<file path="src/hdl/swp_pkg.sv">
// Shared types, constants and codes for the sliding window percentile filter.
package swp_pkg;

  localparam int WINDOW_MAX   = 64;
  localparam int PTR_W        = $clog2(WINDOW_MAX);
  localparam int FILL_W       = 7;
  localparam int SAMPLE_W     = 16;
  localparam int CFG_DATA_W   = 7;
  localparam int CFG_IDX_W    = 2;
  localparam int PERCENT_FULL = 100;

  // rank = (p*n + 99) / 100, the divide done as a multiply by a reciprocal
  localparam int PROD_W       = $clog2(PERCENT_FULL * WINDOW_MAX + PERCENT_FULL);
  localparam int RECIP_SHIFT  = 24;
  localparam int RECIP_W      = 18;
  localparam int RECIP_100    = (1 << RECIP_SHIFT) / PERCENT_FULL + 1;

  localparam int GROUP_SIZE   = 8;
  localparam int NUM_GROUPS   = (WINDOW_MAX + GROUP_SIZE - 1) / GROUP_SIZE;

  typedef logic signed [SAMPLE_W-1:0] sample_t;
  typedef logic [FILL_W-1:0]          fill_t;
  typedef logic [PTR_W-1:0]           ptr_t;
  typedef logic [CFG_DATA_W-1:0]      cfg_data_t;
  typedef logic [CFG_IDX_W-1:0]       cfg_idx_t;

  localparam cfg_idx_t REG_WINDOW_LENGTH = 2'd0;
  localparam cfg_idx_t REG_PERCENT       = 2'd1;

  typedef enum logic [1:0] {
    CELL_HOLD   = 2'd0,
    CELL_REMOVE = 2'd1,
    CELL_INSERT = 2'd2
  } cell_op_t;

  typedef struct packed {
    cell_op_t op;
    sample_t  key;
  } cell_cmd_t;

  typedef enum logic [7:0] {
    ST_IDLE   = 8'b0000_0001,
    ST_CHECK  = 8'b0000_0010,
    ST_EVICT  = 8'b0000_0100,
    ST_INSERT = 8'b0000_1000,
    ST_MUL    = 8'b0001_0000,
    ST_DIV    = 8'b0010_0000,
    ST_SEL    = 8'b0100_0000,
    ST_OUT    = 8'b1000_0000
  } state_t;

endpackage

</file>
<file path="src/hdl/swp_ring.sv">
// Arrival-order ring of samples: one write port, one registered read port.
module swp_ring (
  input  logic             clk,
  input  logic             we,
  input  swp_pkg::ptr_t    waddr,
  input  swp_pkg::sample_t wdata,
  input  swp_pkg::ptr_t    raddr,
  output swp_pkg::sample_t rdata
);
  import swp_pkg::*;

  sample_t mem [WINDOW_MAX];
  sample_t rdata_r;

  always_ff @(posedge clk) begin
    if (we) mem[waddr] <= wdata;
    rdata_r <= mem[raddr];
  end

  assign rdata = rdata_r;

endmodule

</file>
<file path="config.mk">
export PLATFORM = sky130hd
export DESIGN_NAME = swp_ring
export DESIGN_NICKNAME = d
export VERILOG_FILES = /design/src/hdl/swp_pkg.sv /design/src/hdl/swp_ring.sv
export SDC_FILE = /design/constraint.sdc
export NUM_CORES = 1
export LEC_CHECK = 0
export BUFFER_PORTS_ARGS = -buffer_cell sky130_fd_sc_hd__buf_4
export CORE_MARGIN = 1
export CORE_UTILIZATION = 59
export DETAILED_ROUTE_END_ITERATION = 10
export PLACE_DENSITY = 0.86
export RECOVER_POWER = 25
export SLEW_MARGIN = 15
export SYNTH_ARGS = -nofsm -noshare
export SYNTH_HDL_FRONTEND = slang
export SYNTH_SLANG_ARGS = --single-unit
</file>
<file path="constraint.sdc">
create_clock -name clk -period 7.28 [get_ports clk]
set_clock_uncertainty 0.2 [all_clocks]
set_input_delay 0.364 -clock clk [delete_from_list [all_inputs] [get_ports clk]]
set_output_delay 0.364 -clock clk [all_outputs]
set_load 0.005 [all_outputs]
</file>
## Word-level counts from Yosys, hierarchy flattened

Memory sizes are Yosys's and may differ from the RTL's. A register that Yosys moved wholly into a read port is not among the register bits.
Cells that the tools add are included.
Widths: inputs -> output; s select.

| word-level totals | value |
|---|---|
| register bits after elaboration | 0 |
| RAM bits | 1024 |
| bits of input ports | 30 |
| output and inout bits | 16 |
| word-level logic and storage cells | 3 |
| memories kept | 1 |

| cells by class | value |
|---|---|
| mux-type cells | 2 |

Memories:

| memory | depth | width | rd ports | clocked after memory_dff | wr ports | RTL line | text |
|---|---|---|---|---|---|---|---|
| mem | 64 | 16 | 1 | 1 | 1 | swp_ring.sv:12 | `sample_t mem [WINDOW_MAX];` |

Operators with widths:

| kind | number |
|---|---|
| $mux 1 | 2 |

## Logic depth before layout (Yosys ltp)

| logic depth | value |
|---|---|
| depth after elaboration | 2 |
| depth in mapped cells | 10 |
| depth with buffers taken out | 5 |

## Worst setup path after synthesis

Ideal clock, no wire load.

| timing path | value |
|---|---|
| path kind | input-to-reg |
| from | input waddr[3] |
| to | memory mem[48][0] (netlist name) (enable) |
| setup time | 409 ps |
| data arrival time | 1990 ps |
| data required time | 6671 ps |
| path slack | 4681 ps |
| stages on the path | 4 |
| path buffers | 1 |
| path through | clkbuf_1 > nor2b_1 > nand4b_1 > nor3_1 |

RTL lines:

| what | RTL line | text |
|---|---|---|
| start: declaration | swp_ring.sv:5 | `input swp_pkg::ptr_t waddr,` |
| end: declaration | swp_ring.sv:12 |  |

Straight into the memory's write port.

==> flow_summary.ini <==
[place]
dp.cells = 2699
port_buffers = 45
place_area_um2 = 41300
gp_congestion = 0.866
post-dp-hpwl_um = 52700

[worst_setup_path]
critPathSlowestCell = nor2b_1
cp-end-kind = flip-flop
arrival_ns = 3.88
crit_chain = clkbuf_8 -> buf_12 -> nor2b_1 -> a22oi_1 -> a41oi_1 -> o21ai_0 -> and4_1
cp_slowest_stage_delay_ns = 0.70
cp-start-kind = input port
criticalPathCategory = input port to flip-flop
crit_required_ns = 7.64
crit_path_max_fanout = 126

[synth]
yosysTopAreaCellShare_pct = 76.8
syn_avg_cell_area_um2 = 21.9
synth_warnings = 0
synth_ff_type = edfxtp_1
yosysSeqAreaShare_pct = 77.6
ys_types = 43
yosys.area.top_type = edfxtp_1
synthTopCellsByArea = edfxtp_1 (77%), mux4_2 (12%), mux2i_1 (2.1%)
synth_area_um2 = 40000
synth_nets = 1859
yosys_register_bits = 1040
synthArstFlopShare_pct = 0
synth_edf_count = 1024
synthCells = 1829

[global_routing]
antenna_found_initial = 3
grt_pass1_vias = 20400
grt_max_degree = 138
global_route.overflow_total = 0
grt_pass1_wl_um = 142000
grt_util_all_layers_pct = 28.9

[sta]
post-route-period-util_pct = 48.3
slew_headroom_pct = -131
drv_slew = 975
finalHoldViolations = 0
min_period_ns = 3.52
fmax_mhz = 284
worst_pin_slew_ns = 3.46
setup_viol = 0
rsz0062_at_grt = false
fin_setup_tns_ns = 0

[clock_tree]
cts-resized-gates = 0
cts_tree = done
post_cts_buffers = 0
cts_sinks = 1040
clk_pin_slew_worst_paths_ns = 0.06
insertion_delay_ns = 0.67
root_buffer = clkbuf_16
cts-hold-fix-buffers = 3
cts_max_path_buffers = 3
numCtsBuffers = 100
cts-htree-levels = 3

[route]
ant_nets = 0
drtPass1Iterations = 5
wl_per_cell_um = 33.8
drt_iter0_markers = 3245
drcViolationCount = 0
vias = 20300
drt-vias-per-instance = 7.01
totalWireLength_um = 97700

[power]
ir_drop_v = 0.000203
p_leak_nw = 14.0
power.total_mw = 12.4
cellPowerDensity_nw_per_um2 = 279

[layout]
final_common_cell = edfxtp_1
layout_common_cells = edfxtp_1 (1024), mux4_2 (220), clkbuf_16 (102), mux2i_1 (85), buf_4 (79)
layout-drive-gt1-share_pct = 25.1
stdcell_area_um2 = 44500
area_growth_syn_to_layout_pct = 11.1
final_cells = 2888
num-fill-cells = 3890
final_nets = 1961

[floorplan]
die_area_um2 = 68900
core-area_um2 = 67200
die_w_um = 263
num_rows = 95
die_y_um = 263
start_util_pct = 59.6
pin_count = 46

[status]
status = finished, violations left
violations = capacitance limit, slew limit

[worst_hold_path]
hold_path_class = input port to flip-flop

[flow_run]
drv_cap = 15
## Yosys cell counts (3+ instances only)
master and count:
edfxtp_1 1024, mux4_2 220, mux2i_1 85, nor2_1 72
nand2_1 59, a22oi_1 39, buf_2 36, nor2b_1 30
mux2_2 27, clkbuf_1 24, nand3_1 24, a21oi_1 17
buf_6 17, a221oi_1 16, dfxtp_1 16, buf_4 13
nand4_1 12, a211o_1 8, a211oi_1 8, a311oi_1 8
a31oi_1 8, a221o_1 6, a22o_1 6, a41oi_1 5
and4_1 5, buf_12 5, o21ai_0 5, mux4_1 4
buf_1 3, buf_8 3, nand2b_1 3, nor4_2 3
o21ai_1 3
## flip-flops by register name, indices dropped and copies added, names as in the netlist
register / count
mem: 1024
rdata: 16
## final timing paths
| kind | startpoint | endpoint | slack, ns | depth (start not counted) |
|---|---|---|---|---|
| max | raddr[2] | rdata[10] | 3.76 | 7 |
| min | raddr[5] | rdata[13] | 0.11 | 3 |
| max reg2reg | mem[26][15] | rdata[15] | 4.90 | 5 |
| min reg2reg | mem[2][8] | rdata[8] | 0.70 | 5 |
## area by class of cell
cell class                      count  area, um2  share of cell area (%)
Clock buffer                      127       2670                    5.99
Antenna cell                        1       2.50                 0.00562
Sequential cell                  1040      31100                    69.8
Tap cell                          873       1090                    2.45
Multi-Input combinational cell    685       8320                    18.7
Clock inverter                     58        561                    1.26
Timing Repair Buffer              104        791                    1.78
## through the flow
stage	hold WS, ns	setup slack (ns)	utilization [%]
2_1_floorplan	0.263	4.68	-
3_3_place_gp	0.612	3.32	61.5
3_5_place_dp	0.604	3.24	61.5
4_1_cts	0.0537	3.96	66.3
5_1_grt	0.0745	3.76	66.3
6_report	0.109	3.76	66.3
## logic make-up after synthesis
kind of cell | synth area share [%]
mux | 15.5
compound gates | 2.41
simple gates | 2.65
buf+inv | 1.83
flops | 77.6
## layer usage
metal	vias up	track usage, %	wire [um]
met1	10500	38.6	33800
met3	324	6.75	11600
li1	7867	-	-
met5	-	0	12
met2	1588	45.9	47200
met4	2	12.8	4940
## power by group
part	leakage (nW)	switching [mW]	internal [mW]	total [mW]
clock network	1.59	2.22	2.92	5.14
logic	3.09	0.389	0.213	0.602
registers	9.35	0.0364	6.64	6.68
total	14.0	2.65	9.78	12.4
## critical path, delay by kind of cell
kind	cells	cell delay [ns]
AO/OA/AOI/OAI	3	1.17
buffers and inverters	2	1.18
AND/OR/NAND/NOR	2	1.04
No activity file was read; power rests on OpenSTA's default activity.
