File: src/hdl/swp_pkg.sv
// Shared types, constants and codes for the sliding window percentile filter.
package swp_pkg;

  localparam int WINDOW_MAX   = 64;
  localparam int PTR_W        = $clog2(WINDOW_MAX);
  localparam int FILL_W       = 7;
  localparam int SAMPLE_W     = 16;
  localparam int CFG_DATA_W   = 7;
  localparam int CFG_IDX_W    = 2;
  localparam int PERCENT_FULL = 100;

  // rank = (p*n + 99) / 100, the divide done as a multiply by a reciprocal
  localparam int PROD_W       = $clog2(PERCENT_FULL * WINDOW_MAX + PERCENT_FULL);
  localparam int RECIP_SHIFT  = 24;
  localparam int RECIP_W      = 18;
  localparam int RECIP_100    = (1 << RECIP_SHIFT) / PERCENT_FULL + 1;

  localparam int GROUP_SIZE   = 8;
  localparam int NUM_GROUPS   = (WINDOW_MAX + GROUP_SIZE - 1) / GROUP_SIZE;

  typedef logic signed [SAMPLE_W-1:0] sample_t;
  typedef logic [FILL_W-1:0]          fill_t;
  typedef logic [PTR_W-1:0]           ptr_t;
  typedef logic [CFG_DATA_W-1:0]      cfg_data_t;
  typedef logic [CFG_IDX_W-1:0]       cfg_idx_t;

  localparam cfg_idx_t REG_WINDOW_LENGTH = 2'd0;
  localparam cfg_idx_t REG_PERCENT       = 2'd1;

  typedef enum logic [1:0] {
    CELL_HOLD   = 2'd0,
    CELL_REMOVE = 2'd1,
    CELL_INSERT = 2'd2
  } cell_op_t;

  typedef struct packed {
    cell_op_t op;
    sample_t  key;
  } cell_cmd_t;

  typedef enum logic [7:0] {
    ST_IDLE   = 8'b0000_0001,
    ST_CHECK  = 8'b0000_0010,
    ST_EVICT  = 8'b0000_0100,
    ST_INSERT = 8'b0000_1000,
    ST_MUL    = 8'b0001_0000,
    ST_DIV    = 8'b0010_0000,
    ST_SEL    = 8'b0100_0000,
    ST_OUT    = 8'b1000_0000
  } state_t;

endpackage

File: src/hdl/swp_cell.sv
// One cell of the sorted chain: holds one value, shifts left on removal, right on insert.
module swp_cell (
  input  logic               clk,
  input  swp_pkg::cell_cmd_t cmd,
  input  logic               in_range,
  input  logic               sel,
  input  swp_pkg::sample_t   left_val,
  input  logic               left_gt,
  input  swp_pkg::sample_t   right_val,
  output swp_pkg::sample_t   val,
  output logic               gt,
  output swp_pkg::sample_t   sel_val
);
  import swp_pkg::*;

  sample_t val_r;
  sample_t val_nxt;

  // empty cells act as +infinity so the insert lands at the end of the run
  assign gt      = !in_range || (val_r > cmd.key);
  assign val     = val_r;
  assign sel_val = sel ? val_r : '0;

  always_comb begin
    val_nxt = val_r;
    case (cmd.op)
      CELL_REMOVE: begin
        if (in_range && (val_r >= cmd.key)) val_nxt = right_val;
      end
      CELL_INSERT: begin
        if (gt) val_nxt = left_gt ? left_val : cmd.key;
      end
      default: val_nxt = val_r;
    endcase
  end

  always_ff @(posedge clk) begin
    val_r <= val_nxt;
  end

endmodule

File: config.mk
export PLATFORM = sky130hd
export DESIGN_NAME = swp_cell
export DESIGN_NICKNAME = d
export VERILOG_FILES = /design/src/hdl/swp_pkg.sv /design/src/hdl/swp_cell.sv
export SDC_FILE = /design/constraint.sdc
export NUM_CORES = 1
export LEC_CHECK = 0
export BUFFER_PORTS_ARGS = -buffer_cell sky130_fd_sc_hd__buf_2
export CAP_MARGIN = 5
export CORE_AREA = 2 2 78 61
export CTS_BUF_LIST = sky130_fd_sc_hd__clkbuf_4 sky130_fd_sc_hd__clkbuf_8
export CTS_CLUSTER_DIAMETER = 120
export CTS_CLUSTER_SIZE = 12
export DETAILED_ROUTE_END_ITERATION = 8
export DIE_AREA = 0 0 80 63
export GPL_TIMING_DRIVEN = 0
export PLACE_DENSITY_LB_ADDON = 0.15
export SLEW_MARGIN = 40
export SYNTH_ARGS = -nofsm -noshare
export SYNTH_HDL_FRONTEND = slang
export SYNTH_SLANG_ARGS = --single-unit
export TNS_END_PERCENT = 1
File: constraint.sdc
create_clock -name clk -period 3.05 [get_ports clk]
set_input_delay 0.7625 -clock clk [delete_from_list [all_inputs] [get_ports clk]]
set_output_delay 0.7625 -clock clk [all_outputs]
set_load 0.01 [all_outputs]
**Yosys cells after proc, flatten, opt, wreduce, memory -nomap -nowiden**

Cells that the tools add are included.

- Bits in latches: 0
- Output and inout bits: 33
- RAM bits: 0
- ROM bits: 0
- Memories kept: 0
- Logic and storage cells: 17
- Register bits after elaboration: 16

- Divide/modulo/power cells: 0
- Muxes and demuxes: 5
- Bitwise logic cells: 0
- Multiply operators: 0
- Magnitude comparators: 2
- Add/subtract/negate cells: 0
- Reductions and logical operators: 5
- Shifts and indexed selects: 0
- Equality and inequality tests: 4

Operator list:

| operator | number |
|---|---|
| two-way mux 16 bit | 4 |
| one-hot mux 16 bit (2 select lines) | 1 |
| greater-or-equal comparator 16 bit | 1 |
| greater-than comparator 16 bit | 1 |
| inequality test 2 bit (second input constant) | 2 |
| AND reduction 3 bit | 1 |
| equality test 2 x 1 -> 1 bit (second input constant) | 1 |
| equality test 2 bit (second input constant) | 1 |
| nonzero test 2 bit | 1 |
| logical AND 1 bit | 1 |
| zero test 1 bit | 1 |
| logical OR 1 bit | 1 |

**Longest topological paths before layout**

- Depth in word-level cells: 4
- Mapped depth: 8
- Mapped depth without buffers: 8

**Worst setup path after synthesis**

Ideal clock, no wire load.

- Kind: input to register
- Start point: input port cmd[6] (netlist name)
- End point: register val_r[0] (netlist: val[0]) (enable)
- Slack: -0.140 ns
- Buffers on the path: 0
- Required time: 2.655 ns
- Arrival time: 2.795 ns
- Stages: 7
- Library setup time: 0.395 ns
- Cells stage by stage: inv_1 ha_1 nand4_2 or4_4 nand4b_1 mux2i_1 o22ai_1

- Cells in the longest elaborated chain, start to end: 4
- Elaborated cells between the ends (all ways): 7
- Those cells by class: order compare: 2; eq/ne: 2; reduce/logical: 3

Ends and longest elaborated chain:

| element | RTL line | text |
|---|---|---|
| from (decl) | swp_cell.sv:4 | `input swp_pkg::cell_cmd_t cmd,` |
| greater-or-equal comparator 16 bit / greater-than comparator 16 bit (equally long branches) | swp_cell.sv:28, swp_cell.sv:20 |  |
| logical AND 1 bit / logical OR 1 bit (equally long branches) | swp_cell.sv:28, swp_cell.sv:20 |  |
| inequality test 2 bit (no line) | -- |  |
| AND reduction 3 bit (no line) (*) | -- |  |
| to (signal assigned) | swp_cell.sv:38 | `val_r <= val_nxt;` |
| to (decl) | swp_cell.sv:16 | `sample_t val_r;` |

Mark *: on every way between the ends. The rest lies on a longest branch, timed or not.
A chain may end at the register's enable or synchronous reset.

**Worst setup path in the final report**

- Start point: input port cmd[6] (netlist name)
- End point: output port gt

- Cells in the longest elaborated chain, start to end: 2

Ends and longest elaborated chain:

| element | RTL line | text |
|---|---|---|
| greater-than comparator 16 bit | swp_cell.sv:20 | `assign gt = !in_range \|\| (val_r > cmd.key);` |
| logical OR 1 bit | swp_cell.sv:20 |  |
| to (decl) | swp_cell.sv:11 | `output logic gt,` |

No other way between the ends.

==> flow_metrics.tcl <==
set metrics [dict create \
    cts.root.buffer_cell "sky130_fd_sc_hd__clkbuf_8" \
    holdPathStages 3 \
    vias_per_cell 4.74 \
    cts-buffers-inserted 3 \
    timing.hold.worst.class "input port to flip-flop" \
    route.antenna.remaining_nets 0 \
    synth_sequential_area_ratio 0.338 \
    port_buffers 85 \
    power.share.switching 0.325 \
    antenna_found_initial 0 \
    max_freq_mhz 326 \
    cp_common_cell "sky130_fd_sc_hd__buf_2" \
    setup_viol_count_final 1 \
    cts-root-to-sink-buffers 2 \
    first_global_vias 1477 \
    hpwlAfterDp_um 3170 \
    gr-total-overflow 0 \
    worst_setup_hold_path_clk_slew_ns 0.07 \
    violations "setup timing" \
    slowest_stage "sky130_fd_sc_hd__or4_4" \
    detail_route.wl_per_cell_um 13.5 \
    drt_drc_violations_left 0 \
    grt_first_pass_wirelength_um 6840 \
    min_from "right_val[6]" \
    p_comb_frac 0.396 \
    fin_area_um2 2310 \
    detail_route.first_pass.iterations 4 \
    critPathKind "input port to output port" \
    postPlaceCellArea_um2 1930 \
    syn-mean-instance-area_um2 8.99 \
    internal-power_mw 0.511 \
    critPathMaxFanout 3 \
    vdd_ir_drop_max_uv 228 \
    critical_path.reg2reg.startpoint "val[9]" \
    dieArea_um2 5040 \
    cellPowerDensity_nw_per_um2 327 \
    dr_total_vias 1489 \
    drt-initial-drc-count 36 \
    finalWorstPathRequiredPeriod_ns 3.06 \
    flow.area_growth_from_synthesis_pct 62.9 \
    dpl_worst_slack_ns -0.187 \
    initial_utilization 0.330 \
    finish.net_count 328 \
    ff2ff_path_depth 12 \
    antenna-diode-count 0 \
    grt_start_max_net_pins 17 \
    power_frac_clock 0.225 \
    layout-drive-gt1-share 0.541 \
    placement_rows 21 \
    largest_register_ffs 16 \
    rsz0062_at_grt "true" \
    floorplan.die.height_um 63 \
    hold_violations 0 \
    cts.sinks 16 \
    io_pins 87 \
    synth_nets 228 \
    synth.cell_area_um2 1420 \
    cp-end-kind "output port" \
    insertion_delay_ns 0.25 \
    switchingPower_mw 0.246 \
    cts.htree.levels 1 \
    worstPathCellList "buf_2, inv_2, ha_4, nand4_4, or4_4, o21ai_2, mux2_4, nand2_1, buf_2" \
    period_share 1.00 \
    crit_path_max_incr_delay_ns 0.58 \
    final_setup_skew_ns 0.00249 \
    core-area_um2 4310 \
    maxSlewHeadroom 0.604 \
    place_congestion 0.743 \
    hold_path_end "val[6]" \
    synth.lib_cells_used.distinct 28 \
    ys_warn_count 0 \
    worst_r2r_endpoint "val[6]" \
    synth-seq-cells 16 \
    tightest_slew_ns 0.595 \
    syn-instance-count 158 \
    power_frac_seq 0.379 \
    final_max_slew_viol_count 0 \
    cap_viol_max_count 0 \
    wl_um 4250 \
    timing.final.ws_setup_ns -0.0141 \
    die_width_um 80 \
    setup.worst_path.start_class "input port" \
    data_required_time_at_the_worst_endpoint_ns 2.29 \
    r2r_setup_slack_ns 0.17 \
    cp_data_arrival_time_ns 2.30 \
    grtUsageTotal 0.171 \
    outcome "finished, violations left" \
    clock_tree_from_tritoncts "done" \
    static-leakage-power_nw 1.10 \
]
==> per-stage QoR <==
stage	cells	hold slack, ns	util	TNS, ns	power (mW)
5_1_grt	314	0.798	0.537	-1.20	0.797
3_3_place_gp	300	1.04	0.446	-3.89	0.509
2_1_floorplan	158	0.950	-	0	0.413
4_1_cts	314	0.779	0.533	0	0.754
3_5_place_dp	300	1.04	0.448	-0.954	0.514
6_report	314	0.784	0.537	-0.0141	0.757
==> metal layers <==
layer,track usage,wire [um],vias to the layer above
met5,0,0,-
met4,0.0191,18,0
met3,0.0376,242,2
met2,0.278,1920,45
met1,0.239,2080,687
li1,-,-,755
==> cells in the mapped netlist <==
library cell | count | area, um^2
sky130_fd_sc_hd__nand2_1 | 23 | 86.3
sky130_fd_sc_hd__mux2i_1 | 18 | 180
sky130_fd_sc_hd__o21ai_0 | 18 | 90.1
sky130_fd_sc_hd__inv_1 | 17 | 63.8
sky130_fd_sc_hd__and2_1 | 16 | 100
sky130_fd_sc_hd__edfxtp_1 | 16 | 480
sky130_fd_sc_hd__ha_1 | 16 | 200
sky130_fd_sc_hd__a21oi_1 | 5 | 25.0
sky130_fd_sc_hd__clkbuf_1 | 4 | 15.0
sky130_fd_sc_hd__nand3_1 | 3 | 15.0
sky130_fd_sc_hd__nand4_1 | 3 | 18.8
sky130_fd_sc_hd__buf_2 | 2 | 10.0
sky130_fd_sc_hd__nor3_1 | 2 | 10.0
sky130_fd_sc_hd__a21boi_0 | 1 | 7.51
sky130_fd_sc_hd__a311oi_1 | 1 | 8.76
sky130_fd_sc_hd__mux2_2 | 1 | 11.3
sky130_fd_sc_hd__nand2b_1 | 1 | 6.26
sky130_fd_sc_hd__nand3b_1 | 1 | 7.51
sky130_fd_sc_hd__nand4_2 | 1 | 12.5
sky130_fd_sc_hd__nand4b_1 | 1 | 8.76
sky130_fd_sc_hd__nor2_1 | 1 | 3.75
sky130_fd_sc_hd__nor2b_1 | 1 | 6.26
sky130_fd_sc_hd__nor4_1 | 1 | 6.26
sky130_fd_sc_hd__o21ai_2 | 1 | 8.76
sky130_fd_sc_hd__o21bai_1 | 1 | 7.51
sky130_fd_sc_hd__o22ai_1 | 1 | 6.26
sky130_fd_sc_hd__o31ai_2 | 1 | 12.5
sky130_fd_sc_hd__or4_4 | 1 | 11.3
==> cells by family after synthesis <==
kind of cell	share of synthesized area
and+or+nand+nor	0.206
AOI/OAI and AO/OA	0.117
buffers and inverters	0.0626
muxes	0.135
adders and majority gates	0.141
DFF	0.338
==> worst max-delay path, delay by kind of cell <==
kind                     cells  cell delay, ns
buffers and inverters        3            0.27
adder cells (fa/ha/maj)      1            0.30
AO/OA/AOI/OAI                1            0.09
AND/OR/NAND/NOR              3            0.72
multiplexers                 1            0.16
==> layout make-up <==
type	instances	area (um^2)
buffer	6	25.0
clock buffer	3	41.3
clock inverter	1	3.75
fill	419	2000
inverter	17	63.8
multi-input combinational	119	1100
sequential	16	480
tap	57	71.3
timing repair buffer	95	532
==> power groups by stage <==
stage	clock network (mW)	logic, mW	registers [mW]
floorplan	0	0.123	0.290
global placement	0	0.224	0.285
detailed placement	0	0.229	0.285
CTS	0.175	0.292	0.287
global route	0.177	0.331	0.290
finish	0.170	0.300	0.287
==> timing repair <==
item / CTS / global route
gates cloned: 0 / 0
setup endpoints to repair: 1 / 17
buffers inserted: 10 / 0
pin swaps: 19 / 3
endpoints found under the hold margin: 0 / 0
gates resized for setup: 43 / 3
hold buffers: 0 / 0
==> worst max path at each step <==
stage | cells after the start | to | startpoint
2_1_floorplan | 8 | gt | cmd[6]
3_3_place_gp | 9 | val[6] | cmd[13]
3_5_place_dp | 10 | gt | cmd[6]
4_1_cts | 10 | gt | cmd[7]
5_1_grt | 10 | gt | cmd[6]
6_report | 9 | gt | cmd[6]
==> layout by cell type, fill, tap and decap left out, types with 7 or more instances in the layout <==
cell type                  synthesis  routed
sky130_fd_sc_hd__buf_2             2      82
sky130_fd_sc_hd__nand2_1          23      21
sky130_fd_sc_hd__mux2i_1          18      18
sky130_fd_sc_hd__o21ai_0          18      16
sky130_fd_sc_hd__and2_1           16      16
sky130_fd_sc_hd__edfxtp_1         16      16
sky130_fd_sc_hd__ha_4              0      13
sky130_fd_sc_hd__inv_2             0      10
sky130_fd_sc_hd__buf_4             0      10
sky130_fd_sc_hd__inv_1            17       7
Power figures use the tool's default switching activity.
